`src/hdl/assert_macros.svh`:
```
// ----------------------------------------------------------------------------
// Assertion macros shared by the RTL files
// Clocked property checks with asynchronous reset gating.
// ----------------------------------------------------------------------------
`ifndef ASSERT_MACROS_SVH
`define ASSERT_MACROS_SVH

// Property must hold at every rising edge outside reset.
`define ASSERT_PROP(label, clk, rst_n, prop, msg) \
	label: assert property (@(posedge clk) disable iff (!rst_n) (prop)) else $error(msg);

// Expression must never be true at a rising edge outside reset.
`define ASSERT_NEVER(label, clk, rst_n, expr, msg) \
	label: assert property (@(posedge clk) disable iff (!rst_n) !(expr)) else $error(msg);

`endif

```
`src/hdl/ufb_pkg.sv`:
```
// ----------------------------------------------------------------------------
// ufb_pkg
// Types and constants of the UART FIFO bridge register block.
// ----------------------------------------------------------------------------
package ufb_pkg;

	localparam int DATA_W = 8;
	localparam int MODE_W = 3;

	localparam int FIFO_DEPTH_DEF = 256;
	localparam int MAX_MODE_DEF   = 1;

	// Kind of item presented to the block
	typedef enum logic [1:0] {
		REQ_HOST_RD = 2'd0,
		REQ_HOST_WR = 2'd1,
		REQ_LINK_RX = 2'd2,
		REQ_LINK_TX = 2'd3
	} req_kind_t;

	// Register map
	localparam logic [DATA_W-1:0] REG_DATA_LIM = 8'hBF;
	localparam logic [DATA_W-1:0] REG_IN_USED  = 8'hC0;
	localparam logic [DATA_W-1:0] REG_OUT_FREE = 8'hC1;
	localparam logic [DATA_W-1:0] REG_CMD      = 8'hC7;

	// Command codes
	localparam logic [DATA_W-1:0] CMD_MODE_MASK  = 8'hF8;
	localparam logic [DATA_W-1:0] CMD_MODE_CODE  = 8'hF0;
	localparam logic [DATA_W-1:0] CMD_VERSION    = 8'hFF;
	localparam logic [DATA_W-1:0] CMD_CLEAR_MASK = 8'hFC;
	localparam int                CMD_CLR_IN_BIT  = 0;
	localparam int                CMD_CLR_OUT_BIT = 1;

	// Result codes and read filler
	localparam logic [DATA_W-1:0] RESULT_OK      = 8'h00;
	localparam logic [DATA_W-1:0] RESULT_VERSION = 8'h01;
	localparam logic [DATA_W-1:0] RESULT_RESET   = 8'hFF;
	localparam logic [DATA_W-1:0] RD_NONE        = 8'hFF;

	// Modes
	localparam logic [MODE_W-1:0] MODE_OFF  = 3'd0;
	localparam logic [MODE_W-1:0] MODE_DATA = 3'd1;

	// Controller to datapath commands
	typedef struct packed {
		logic capture;
		logic exec;
	} ctrl_cmd_t;

endpackage

```
`src/hdl/ufb_req_if.sv`:
```
// ----------------------------------------------------------------------------
// ufb_req_if
// Request channel: one host access or link event per word.
// ----------------------------------------------------------------------------
interface ufb_req_if;
	logic                        valid;
	logic                        ready;
	logic [1:0]                  req_type;
	logic [ufb_pkg::DATA_W-1:0]  reg_index;
	logic [ufb_pkg::DATA_W-1:0]  wr_data;
	logic [ufb_pkg::DATA_W-1:0]  link_byte;

	modport source (output valid, req_type, reg_index, wr_data, link_byte, input ready);
	modport sink   (input valid, req_type, reg_index, wr_data, link_byte, output ready);
endinterface

```
`src/hdl/ufb_rsp_if.sv`:
```
// ----------------------------------------------------------------------------
// ufb_rsp_if
// Response channel: one result word per request.
// ----------------------------------------------------------------------------
interface ufb_rsp_if;
	logic                        valid;
	logic                        ready;
	logic [ufb_pkg::DATA_W-1:0]  read_data;
	logic                        tx_valid;
	logic [ufb_pkg::DATA_W-1:0]  tx_byte;
	logic                        rx_accepted;

	modport source (output valid, read_data, tx_valid, tx_byte, rx_accepted, input ready);
	modport sink   (input valid, read_data, tx_valid, tx_byte, rx_accepted, output ready);
endinterface

```
`src/hdl/ufb_ctrl.sv`:
```
// ----------------------------------------------------------------------------
// ufb_ctrl
// Handshake controller: capture a request, execute it, hold the response.
// ----------------------------------------------------------------------------
`include "assert_macros.svh"

module ufb_ctrl (
	input  logic               clk,
	input  logic               arst_n,
	input  logic               in_valid,
	output logic               in_ready,
	output logic               out_valid,
	input  logic               out_ready,
	output ufb_pkg::ctrl_cmd_t cmd
);
	import ufb_pkg::*;

	typedef enum logic {
		ST_IDLE,
		ST_RUN
	} state_t;

	state_t state_q;
	logic   out_valid_q;
	logic   out_free;

	assign out_free    = !out_valid_q || out_ready;
	assign in_ready    = (state_q == ST_IDLE);
	assign out_valid   = out_valid_q;
	assign cmd.capture = (state_q == ST_IDLE) && in_valid;
	assign cmd.exec    = (state_q == ST_RUN) && out_free;

	always_ff @(posedge clk or negedge arst_n) begin
		if (!arst_n) begin
			state_q     <= ST_IDLE;
			out_valid_q <= 1'b0;
		end else begin
			unique case (state_q)
				ST_IDLE: begin
					if (in_valid) state_q <= ST_RUN;
					if (out_ready) out_valid_q <= 1'b0;
				end
				ST_RUN: begin
					if (out_free) begin
						state_q     <= ST_IDLE;
						out_valid_q <= 1'b1;
					end
				end
				default: state_q <= ST_IDLE;
			endcase
		end
	end

	`ASSERT_NEVER(a_cap_exec_excl, clk, arst_n, cmd.capture && cmd.exec,
		"capture and execute overlap")
	`ASSERT_PROP(a_exec_shows, clk, arst_n, cmd.exec |=> out_valid_q && in_ready,
		"executed word not presented")
	`ASSERT_PROP(a_hold_unread, clk, arst_n, (out_valid_q && !out_ready) |=> out_valid_q,
		"response dropped before taken")

endmodule

```
`src/hdl/ufb_dpath.sv`:
```
// ----------------------------------------------------------------------------
// ufb_dpath
// Datapath: FIFO stores, pointers, mode and result registers, response word.
// ----------------------------------------------------------------------------
`include "assert_macros.svh"

module ufb_dpath #(
	parameter int FIFO_DEPTH = ufb_pkg::FIFO_DEPTH_DEF,
	parameter int MAX_MODE   = ufb_pkg::MAX_MODE_DEF
) (
	input  logic                       clk,
	input  logic                       arst_n,
	input  ufb_pkg::ctrl_cmd_t         cmd,
	input  logic [1:0]                 req_type,
	input  logic [ufb_pkg::DATA_W-1:0] reg_index,
	input  logic [ufb_pkg::DATA_W-1:0] wr_data,
	input  logic [ufb_pkg::DATA_W-1:0] link_byte,
	output logic [ufb_pkg::DATA_W-1:0] read_data,
	output logic                       tx_valid,
	output logic [ufb_pkg::DATA_W-1:0] tx_byte,
	output logic                       rx_accepted
);
	import ufb_pkg::*;

	localparam int PTR_W = $clog2(FIFO_DEPTH);
	localparam int CNT_W = PTR_W + 1;
	localparam logic [PTR_W-1:0] PTR_LAST  = PTR_W'(FIFO_DEPTH - 1);
	localparam logic [CNT_W-1:0] CNT_DEPTH = CNT_W'(FIFO_DEPTH);
	localparam logic [CNT_W-1:0] CNT_LAST  = CNT_W'(FIFO_DEPTH - 1);
	localparam logic [MODE_W-1:0] MODE_MAX = MODE_W'(MAX_MODE);

	function automatic logic [PTR_W-1:0] ptr_next(input logic [PTR_W-1:0] p);
		return (p == PTR_LAST) ? '0 : p + 1'b1;
	endfunction

	function automatic logic [CNT_W-1:0] ring_used(input logic [PTR_W-1:0] h,
	                                               input logic [PTR_W-1:0] t);
		logic [CNT_W-1:0] he;
		logic [CNT_W-1:0] te;
		he = {1'b0, h};
		te = {1'b0, t};
		return (h >= t) ? he - te : he + CNT_DEPTH - te;
	endfunction

	// Captured request
	req_kind_t         kind_q;
	logic [DATA_W-1:0] idx_q;
	logic [DATA_W-1:0] wdat_q;
	logic [DATA_W-1:0] lbyte_q;

	// Stores and their registered read ports
	logic [DATA_W-1:0] in_mem  [FIFO_DEPTH];
	logic [DATA_W-1:0] out_mem [FIFO_DEPTH];
	logic [DATA_W-1:0] in_rd_q;
	logic [DATA_W-1:0] out_rd_q;

	// Architectural state
	logic [MODE_W-1:0] mode_q, mode_d;
	logic [DATA_W-1:0] result_q, result_d;
	logic [PTR_W-1:0]  in_head_q, in_head_d, in_tail_q, in_tail_d;
	logic [PTR_W-1:0]  out_head_q, out_head_d, out_tail_q, out_tail_d;

	logic              in_we, out_we;
	logic [DATA_W-1:0] rd_d, txb_d;
	logic              txv_d, rxa_d;
	logic [CNT_W-1:0]  in_used, out_free;
	logic [MODE_W-1:0] new_mode;

	assign in_used  = ring_used(in_head_q, in_tail_q);
	assign out_free = CNT_LAST - ring_used(out_head_q, out_tail_q);
	assign new_mode = wdat_q[MODE_W-1:0];

	always_comb begin
		mode_d     = mode_q;
		result_d   = result_q;
		in_head_d  = in_head_q;
		in_tail_d  = in_tail_q;
		out_head_d = out_head_q;
		out_tail_d = out_tail_q;
		in_we      = 1'b0;
		out_we     = 1'b0;
		rd_d       = '0;
		txv_d      = 1'b0;
		txb_d      = '0;
		rxa_d      = 1'b0;
		unique case (kind_q)
			REQ_HOST_RD: begin
				rd_d = RD_NONE;
				if (mode_q != MODE_OFF) begin
					priority if (idx_q <= REG_DATA_LIM) begin
						if (in_head_q != in_tail_q) begin
							rd_d      = in_rd_q;
							in_tail_d = ptr_next(in_tail_q);
						end
					end else if (idx_q == REG_IN_USED) begin
						rd_d = DATA_W'(in_used);
					end else if (idx_q == REG_OUT_FREE) begin
						rd_d = DATA_W'(out_free);
					end else if (idx_q == REG_CMD) begin
						rd_d = result_q;
					end else begin
						rd_d = RD_NONE;
					end
				end
			end
			REQ_HOST_WR: begin
				if (idx_q == REG_CMD) begin
					priority if ((wdat_q & CMD_MODE_MASK) == CMD_MODE_CODE) begin
						mode_d   = (new_mode > MODE_MAX) ? MODE_OFF : new_mode;
						result_d = RESULT_OK;
					end else if (mode_q != MODE_OFF) begin
						if (wdat_q == CMD_VERSION) begin
							result_d = RESULT_VERSION;
						end else if ((wdat_q & CMD_CLEAR_MASK) == '0) begin
							if (wdat_q[CMD_CLR_IN_BIT]) begin
								in_head_d = '0;
								in_tail_d = '0;
							end
							if (wdat_q[CMD_CLR_OUT_BIT]) begin
								out_head_d = '0;
								out_tail_d = '0;
							end
						end
					end else begin
						mode_d = mode_q;
					end
				end else if (idx_q <= REG_DATA_LIM && mode_q == MODE_DATA) begin
					if (ptr_next(out_head_q) != out_tail_q) begin
						out_we     = 1'b1;
						out_head_d = ptr_next(out_head_q);
					end
				end
			end
			REQ_LINK_RX: begin
				if (ptr_next(in_head_q) != in_tail_q) begin
					in_we     = 1'b1;
					in_head_d = ptr_next(in_head_q);
					rxa_d     = 1'b1;
				end
			end
			REQ_LINK_TX: begin
				if (out_head_q != out_tail_q) begin
					txb_d      = out_rd_q;
					txv_d      = 1'b1;
					out_tail_d = ptr_next(out_tail_q);
				end
			end
			default: rd_d = '0;
		endcase
	end

	// Capture the request and read both stores at their tails
	always_ff @(posedge clk) begin
		if (cmd.capture) begin
			kind_q   <= req_kind_t'(req_type);
			idx_q    <= reg_index;
			wdat_q   <= wr_data;
			lbyte_q  <= link_byte;
			in_rd_q  <= in_mem[in_tail_q];
			out_rd_q <= out_mem[out_tail_q];
		end
		if (cmd.exec && in_we) in_mem[in_head_q] <= lbyte_q;
		if (cmd.exec && out_we) out_mem[out_head_q] <= wdat_q;
		if (cmd.exec) begin
			read_data   <= rd_d;
			tx_valid    <= txv_d;
			tx_byte     <= txb_d;
			rx_accepted <= rxa_d;
		end
	end

	always_ff @(posedge clk or negedge arst_n) begin
		if (!arst_n) begin
			mode_q     <= MODE_OFF;
			result_q   <= RESULT_RESET;
			in_head_q  <= '0;
			in_tail_q  <= '0;
			out_head_q <= '0;
			out_tail_q <= '0;
		end else if (cmd.exec) begin
			mode_q     <= mode_d;
			result_q   <= result_d;
			in_head_q  <= in_head_d;
			in_tail_q  <= in_tail_d;
			out_head_q <= out_head_d;
			out_tail_q <= out_tail_d;
		end
	end

	`ASSERT_PROP(a_ptr_range, clk, arst_n,
		(in_head_q <= PTR_LAST) && (in_tail_q <= PTR_LAST) &&
		(out_head_q <= PTR_LAST) && (out_tail_q <= PTR_LAST),
		"ring pointer beyond depth")
	`ASSERT_PROP(a_ptr_quiet, clk, arst_n,
		!cmd.exec |=> $stable(in_tail_q) && $stable(out_tail_q) &&
		$stable(in_head_q) && $stable(out_head_q),
		"pointer moved outside execute")
	`ASSERT_NEVER(a_one_store, clk, arst_n, cmd.exec && in_we && out_we,
		"one word wrote both stores")

endmodule

```
`src/hdl/uart_fifo_bridge_registers.sv`:
```
// ----------------------------------------------------------------------------
// uart_fifo_bridge_registers
// Register-mapped bridge between a host bus and a serial link.
// ----------------------------------------------------------------------------
// Each request word passes a capture step and an execute step. In the cycle
// it is accepted the block reads both FIFO stores at their tail pointers
// through their registered read ports; in the execute step, once the output
// register is free, it decodes the request, updates mode, result and
// pointers, writes a store if needed and loads the response register. One
// request is in flight at a time: no new word is accepted until the last one
// has executed. A response waiting in the output register does not block
// the next request from being accepted, only from completing. Host reads
// return 0xFF while the block is disabled, on an empty data read and for
// unmapped registers; fields that do not apply to a request are zero. Each
// FIFO holds up to FIFO_DEPTH-1 bytes. No clearing pass runs after reset:
// the stores are only read where the pointers say a byte was written.
// ----------------------------------------------------------------------------
module uart_fifo_bridge_registers #(
	parameter int FIFO_DEPTH = ufb_pkg::FIFO_DEPTH_DEF,
	parameter int MAX_MODE   = ufb_pkg::MAX_MODE_DEF
) (
	input  logic       clk,
	input  logic       arst_n,
	ufb_req_if.sink    req,
	ufb_rsp_if.source  rsp
);
	import ufb_pkg::*;

	ctrl_cmd_t cmd;

	// Sequence the handshake: capture, execute, hold the response word
	ufb_ctrl u_ctrl (
		.clk       (clk),
		.arst_n    (arst_n),
		.in_valid  (req.valid),
		.in_ready  (req.ready),
		.out_valid (rsp.valid),
		.out_ready (rsp.ready),
		.cmd       (cmd)
	);

	// Hold the FIFOs, pointers and registers; build the response word
	ufb_dpath #(
		.FIFO_DEPTH (FIFO_DEPTH),
		.MAX_MODE   (MAX_MODE)
	) u_dpath (
		.clk         (clk),
		.arst_n      (arst_n),
		.cmd         (cmd),
		.req_type    (req.req_type),
		.reg_index   (req.reg_index),
		.wr_data     (req.wr_data),
		.link_byte   (req.link_byte),
		.read_data   (rsp.read_data),
		.tx_valid    (rsp.tx_valid),
		.tx_byte     (rsp.tx_byte),
		.rx_accepted (rsp.rx_accepted)
	);

endmodule

```
`src/flat_wrapper.sv`:
```
// flat-port wrapper written by rule: the top's interface ports become plain ports
module uart_fifo_bridge_registers_flat import ufb_pkg::*;
#(
	parameter int FIFO_DEPTH = ufb_pkg::FIFO_DEPTH_DEF,
	parameter int MAX_MODE   = ufb_pkg::MAX_MODE_DEF
)
  (clk, arst_n, req_valid, req_req_type, req_reg_index, req_wr_data, req_link_byte, req_ready, rsp_valid, rsp_read_data, rsp_tx_valid, rsp_tx_byte, rsp_rx_accepted, rsp_ready);
  ufb_req_if req_i ();
  ufb_rsp_if rsp_i ();
  input  logic clk;
  input  logic arst_n;
  input wire logic [$bits(req_i.valid)-1:0] req_valid;
  input wire logic [$bits(req_i.req_type)-1:0] req_req_type;
  input wire logic [$bits(req_i.reg_index)-1:0] req_reg_index;
  input wire logic [$bits(req_i.wr_data)-1:0] req_wr_data;
  input wire logic [$bits(req_i.link_byte)-1:0] req_link_byte;
  output wire logic [$bits(req_i.ready)-1:0] req_ready;
  output wire logic [$bits(rsp_i.valid)-1:0] rsp_valid;
  output wire logic [$bits(rsp_i.read_data)-1:0] rsp_read_data;
  output wire logic [$bits(rsp_i.tx_valid)-1:0] rsp_tx_valid;
  output wire logic [$bits(rsp_i.tx_byte)-1:0] rsp_tx_byte;
  output wire logic [$bits(rsp_i.rx_accepted)-1:0] rsp_rx_accepted;
  input wire logic [$bits(rsp_i.ready)-1:0] rsp_ready;
  assign req_i.valid = req_valid;
  assign req_i.req_type = req_req_type;
  assign req_i.reg_index = req_reg_index;
  assign req_i.wr_data = req_wr_data;
  assign req_i.link_byte = req_link_byte;
  assign req_ready = req_i.ready;
  assign rsp_valid = rsp_i.valid;
  assign rsp_read_data = rsp_i.read_data;
  assign rsp_tx_valid = rsp_i.tx_valid;
  assign rsp_tx_byte = rsp_i.tx_byte;
  assign rsp_rx_accepted = rsp_i.rx_accepted;
  assign rsp_i.ready = rsp_ready;
  uart_fifo_bridge_registers #(.FIFO_DEPTH(FIFO_DEPTH), .MAX_MODE(MAX_MODE)) u_core (.clk(clk), .arst_n(arst_n), .req(req_i), .rsp(rsp_i));
endmodule
```
`config.mk`:
```
export PLATFORM = sky130hd
export DESIGN_NAME = uart_fifo_bridge_registers_flat
export DESIGN_NICKNAME = d
export VERILOG_FILES = /design/src/hdl/ufb_pkg.sv /design/src/hdl/ufb_req_if.sv /design/src/hdl/ufb_rsp_if.sv /design/src/hdl/ufb_ctrl.sv /design/src/hdl/ufb_dpath.sv /design/src/hdl/uart_fifo_bridge_registers.sv /design/src/flat_wrapper.sv
export VERILOG_INCLUDE_DIRS = /design/src /design/src/hdl
export SDC_FILE = /design/constraint.sdc
export NUM_CORES = 2
export LEC_CHECK = 0
export ABC_CLOCK_PERIOD_IN_PS = 7080
export BUFFER_PORTS_ARGS = -buffer_cell sky130_fd_sc_hd__buf_2
export CORE_ASPECT_RATIO = 1.25
export CORE_MARGIN = 2
export CORE_UTILIZATION = 30
export DETAILED_ROUTE_END_ITERATION = 12
export SYNTH_ARGS = -nofsm -noshare
export SYNTH_HDL_FRONTEND = slang
export SYNTH_SLANG_ARGS = --single-unit
```
`constraint.sdc`:
```
create_clock -name clk -period 7.08 [get_ports clk]
set_clock_uncertainty 0.15 [all_clocks]
set_input_delay 0.708 -clock clk [delete_from_list [all_inputs] [get_ports clk]]
set_output_delay 0.708 -clock clk [all_outputs]
set_load 0.1 [all_outputs]
```
==> qor.txt <==
status: completed
f_max: 0.186 GHz
power density cells: 352 nW/um^2
CTS resizes: 0
layout cell share with drive strength beyond 1: 21.0%
Rows: 304
clk_lat worst skew: 0.99 ns
maxcap violations: 0
Final Hold Slack: 0.263 ns
# Post-CTS Setup Buffers: 0
fin nets: 8443
die area: 556000 sq um
register area share after synthesis: 76.2%
initial antenna violation count: 25
CP startpoint kind: flop
HP Class: primary input to asynchronous set/reset pin
area added between synthesis and finish: 13.7%
first-pass GRT wire length: 672 mm
first-pass iteration count of the detailed router: 8
yosys warns: 0
number of global-route vias before repair: 85.7k
crit path max fanout: 23
slowest stage delay, CP: 0.92 ns
post-synthesis net count: 8248
area occupied by multi-input gates: 36300 sq um
FF+latch area: 126000 sq um
post-detailed-placement half-perimeter wirelength: 300 mm
fin crit share: 75.9%
CP Capture Type: flop
TritonCTS buffer count: 416
Synth Flop Type: edfxtp_1
Routability Congestion: 0.956
Synth Register Bits: 4195
minimum clock period: 5.37 ns
final design area excluding fillers: 188000 sq um
EDFF count, synth: 4156
Clock power frac: 33.7%
Synth cell types: 89
Sw Ratio: 29.2%
number of H-tree levels: 5
Hold Buf Count CTS: 29
CTS Root Cell: clkbuf_16
routed vias: 85.6k
ANT nets after route: 0
CP Cell Sequence: ha_1, and3_1, nand3_1, o221a_2, o211ai_1, a2111oi_4, nor2_4, nand4_1, nor2_1
Slew Limit Fails: 0
routed wire length: 483 mm
CP arrival: 5.80 ns
cell internal pwr: 0.0469 W
core box area: 548000 sq um
placed cell area: 174000 sq um
DRC errors left: 0
unrepaired setup endpoints after global routing: no
die height: 833 um
worst-margin pin slew: 1.42 ns
Switch Pwr: 0.0193 W
Comb pwr share: 22.8%
# fillers: 50.7k
vias per cell: 5.32
Worst-path clk slew: 0.07 ns
Post-Syn Area: 165000 sq um
Peak VDD IR: 442 uV
final count of hold timing violations: 0
CTS tree: done
Avg Cell Area, Syn: 20.2 sq um
Slew HR: 5.00%
port bufs: 49
Avg WL per Cell: 30.0 um
# setup viols final: 0
cells after synthesis: 8192
fraction of registers with async set/reset: 0.930%
CTS sink count: 4195
Die Wd: 667 um
largest net degree at the start of global routing: 183
gr usage total: 16.8%
critical path required time: 7.50 ns
Crit-path slowest cell: nor2_1
clk buf depth: 4
R2R setup slack: 1.71 ns
Setup TNS: 0 ns
Starting Density: 30.1%
I/O Pins: 50
Reg power frac: 43.5%
Crit Path Class: flop to flop
drt initial violations: 10.8k
GR Overflow Total: 0
leakage: 56.2 nW
## registers in the layout, summed over array words and instances (netlist names), 8 cells and up
name                       flops
u_core.u_dpath.in_mem       2048
u_core.u_dpath.out_mem      2048
u_core.u_dpath.idx_q           8
u_core.u_dpath.in_head_q       8
u_core.u_dpath.in_rd_q         8
u_core.u_dpath.in_tail_q       8
u_core.u_dpath.lbyte_q         8
u_core.u_dpath.out_head_q      8
u_core.u_dpath.out_rd_q        8
u_core.u_dpath.out_tail_q      8
u_core.u_dpath.read_data       8
u_core.u_dpath.tx_byte         8
u_core.u_dpath.wdat_q          8
## power groups by stage
stage / Sequential [W] / Clock [W] / Combinational (W)
2_1_floorplan: 0.0300 / 0 / 0.00935
3_3_place_gp: 0.0293 / 0 / 0.0150
3_5_place_dp: 0.0293 / 0 / 0.0151
4_1_cts: 0.0288 / 0.0225 / 0.0151
5_1_grt: 0.0288 / 0.0235 / 0.0157
6_report: 0.0288 / 0.0223 / 0.0151
## cells by family after synthesis
| group | share of synthesized area [%] |
|---|---|
| multiplexers | 14.3 |
| adder cells (fa/ha/maj) | 0.206 |
| XOR/XNOR | 0.174 |
| AND/OR/NAND/NOR | 3.19 |
| AO/OA/AOI/OAI | 4.02 |
| flip-flops | 76.2 |
| buffers and inverters | 1.91 |
## final cells by class
| cell class | instances | area share (%) |
|---|---|---|
| Antenna cell | 15 | 0.0200 |
| Clock buffer | 495 | 5.77 |
| Clock inverter | 261 | 1.51 |
| Inverter | 28 | 0.0600 |
| Multi-Input combinational cell | 3455 | 19.4 |
| Sequential cell | 4195 | 67.0 |
| Tap cell | 7344 | 4.89 |
| Timing Repair Buffer | 291 | 1.37 |
## cells in the mapped netlist (all sizes together) (6+ instances only)
cell	instances	area share [%]
or3	21	0.080
o31ai	21	0.10
o22ai	40	0.15
buf	320	1.4
o21ai	141	0.43
a2111oi	23	0.16
clkbuf	194	0.44
and3	11	0.045
nand2b	22	0.083
or4	11	0.050
mux2	18	0.12
a211oi	28	0.13
mux4	851	12
nor4	21	0.083
a22o	32	0.17
and2	22	0.083
nand4b	6	0.063
a311oi	10	0.053
dfrtp	37	0.56
xnor2	22	0.13
o311ai	7	0.037
nor3	46	0.14
nand4	26	0.11
a32oi	7	0.037
a221oi	131	0.70
nand2	198	0.45
a21oi	181	0.55
a22oi	157	0.71
o221ai	51	0.27
nand3	85	0.29
mux2i	426	2.6
inv	25	0.057
nor2	641	1.5
xor2	9	0.048
ha	24	0.18
o2111ai	6	0.032
a211o	6	0.032
nor2b	40	0.15
or2	8	0.030
a221o	19	0.12
edfxtp	4156	76
o211ai	12	0.055
a31oi	21	0.080
## metrics by stage
stage               total power (W)  utilization [%]  std cells  setup slack, ns
finish                       0.0662             34.2      16100             1.71
global route                 0.0679             34.2      16100             1.44
CTS                          0.0664             34.2      16100             1.79
detailed placement           0.0444             31.7      15300             1.47
global placement             0.0442             31.7      15300             1.55
floorplan                    0.0393                -       8192             1.98
## metal layers
layer,track usage (%),part of all wire [%]
met2,28.2,49
met4,8.71,5.9
met1,20.4,36
met3,3.53,8.7
met5,0,0.019
## worst paths after layout
check                                             from                            to  cells past startpoint
setup / recovery           u_core.u_dpath.in_head_q[0]  u_core.u_dpath.in_mem[73][1]                      9
hold / removal                                  arst_n       u_core.u_ctrl.out_valid                      3
setup reg to reg           u_core.u_dpath.in_head_q[0]  u_core.u_dpath.in_mem[73][1]                      9
hold reg to reg             u_core.u_dpath.result_q[6]    u_core.u_dpath.result_q[6]                      1
max in group asynchronous                       arst_n  u_core.u_dpath.out_tail_q[3]                      3
min in group clk            u_core.u_dpath.result_q[6]    u_core.u_dpath.result_q[6]                      1
## layout by cell type, fill, tap and decap left out, drive strengths merged, types with 15 or more instances in the layout
cell,count
o21ai,141
o221ai,51
dlygate4sd3,29
nand2b,22
a211oi,28
xnor2,22
clkinvlp,17
diode,15
a221o,19
nand4,26
nor3,46
a31oi,21
clkinv,181
clkbuf,495
o31ai,21
a21oi,181
a22o,32
nor4,21
bufinv,54
mux2i,426
ha,24
nor2b,40
nand3,85
mux4,851
a221oi,131
dfrtp,37
and2,22
o22ai,40
nor2,641
nand2,198
edfxtp,4156
or3,21
a22oi,157
inv,37
buf,262
a2111oi,23
mux2,18
## critical path: cells and delay by family, from the launching register on
kind | cells | cell delay, ns
flops | 1 | 0.52
compound gates | 3 | 0.63
simple gates | 5 | 3.16
fa+ha+maj | 1 | 0.49
(Power assumes the default switching activity.)
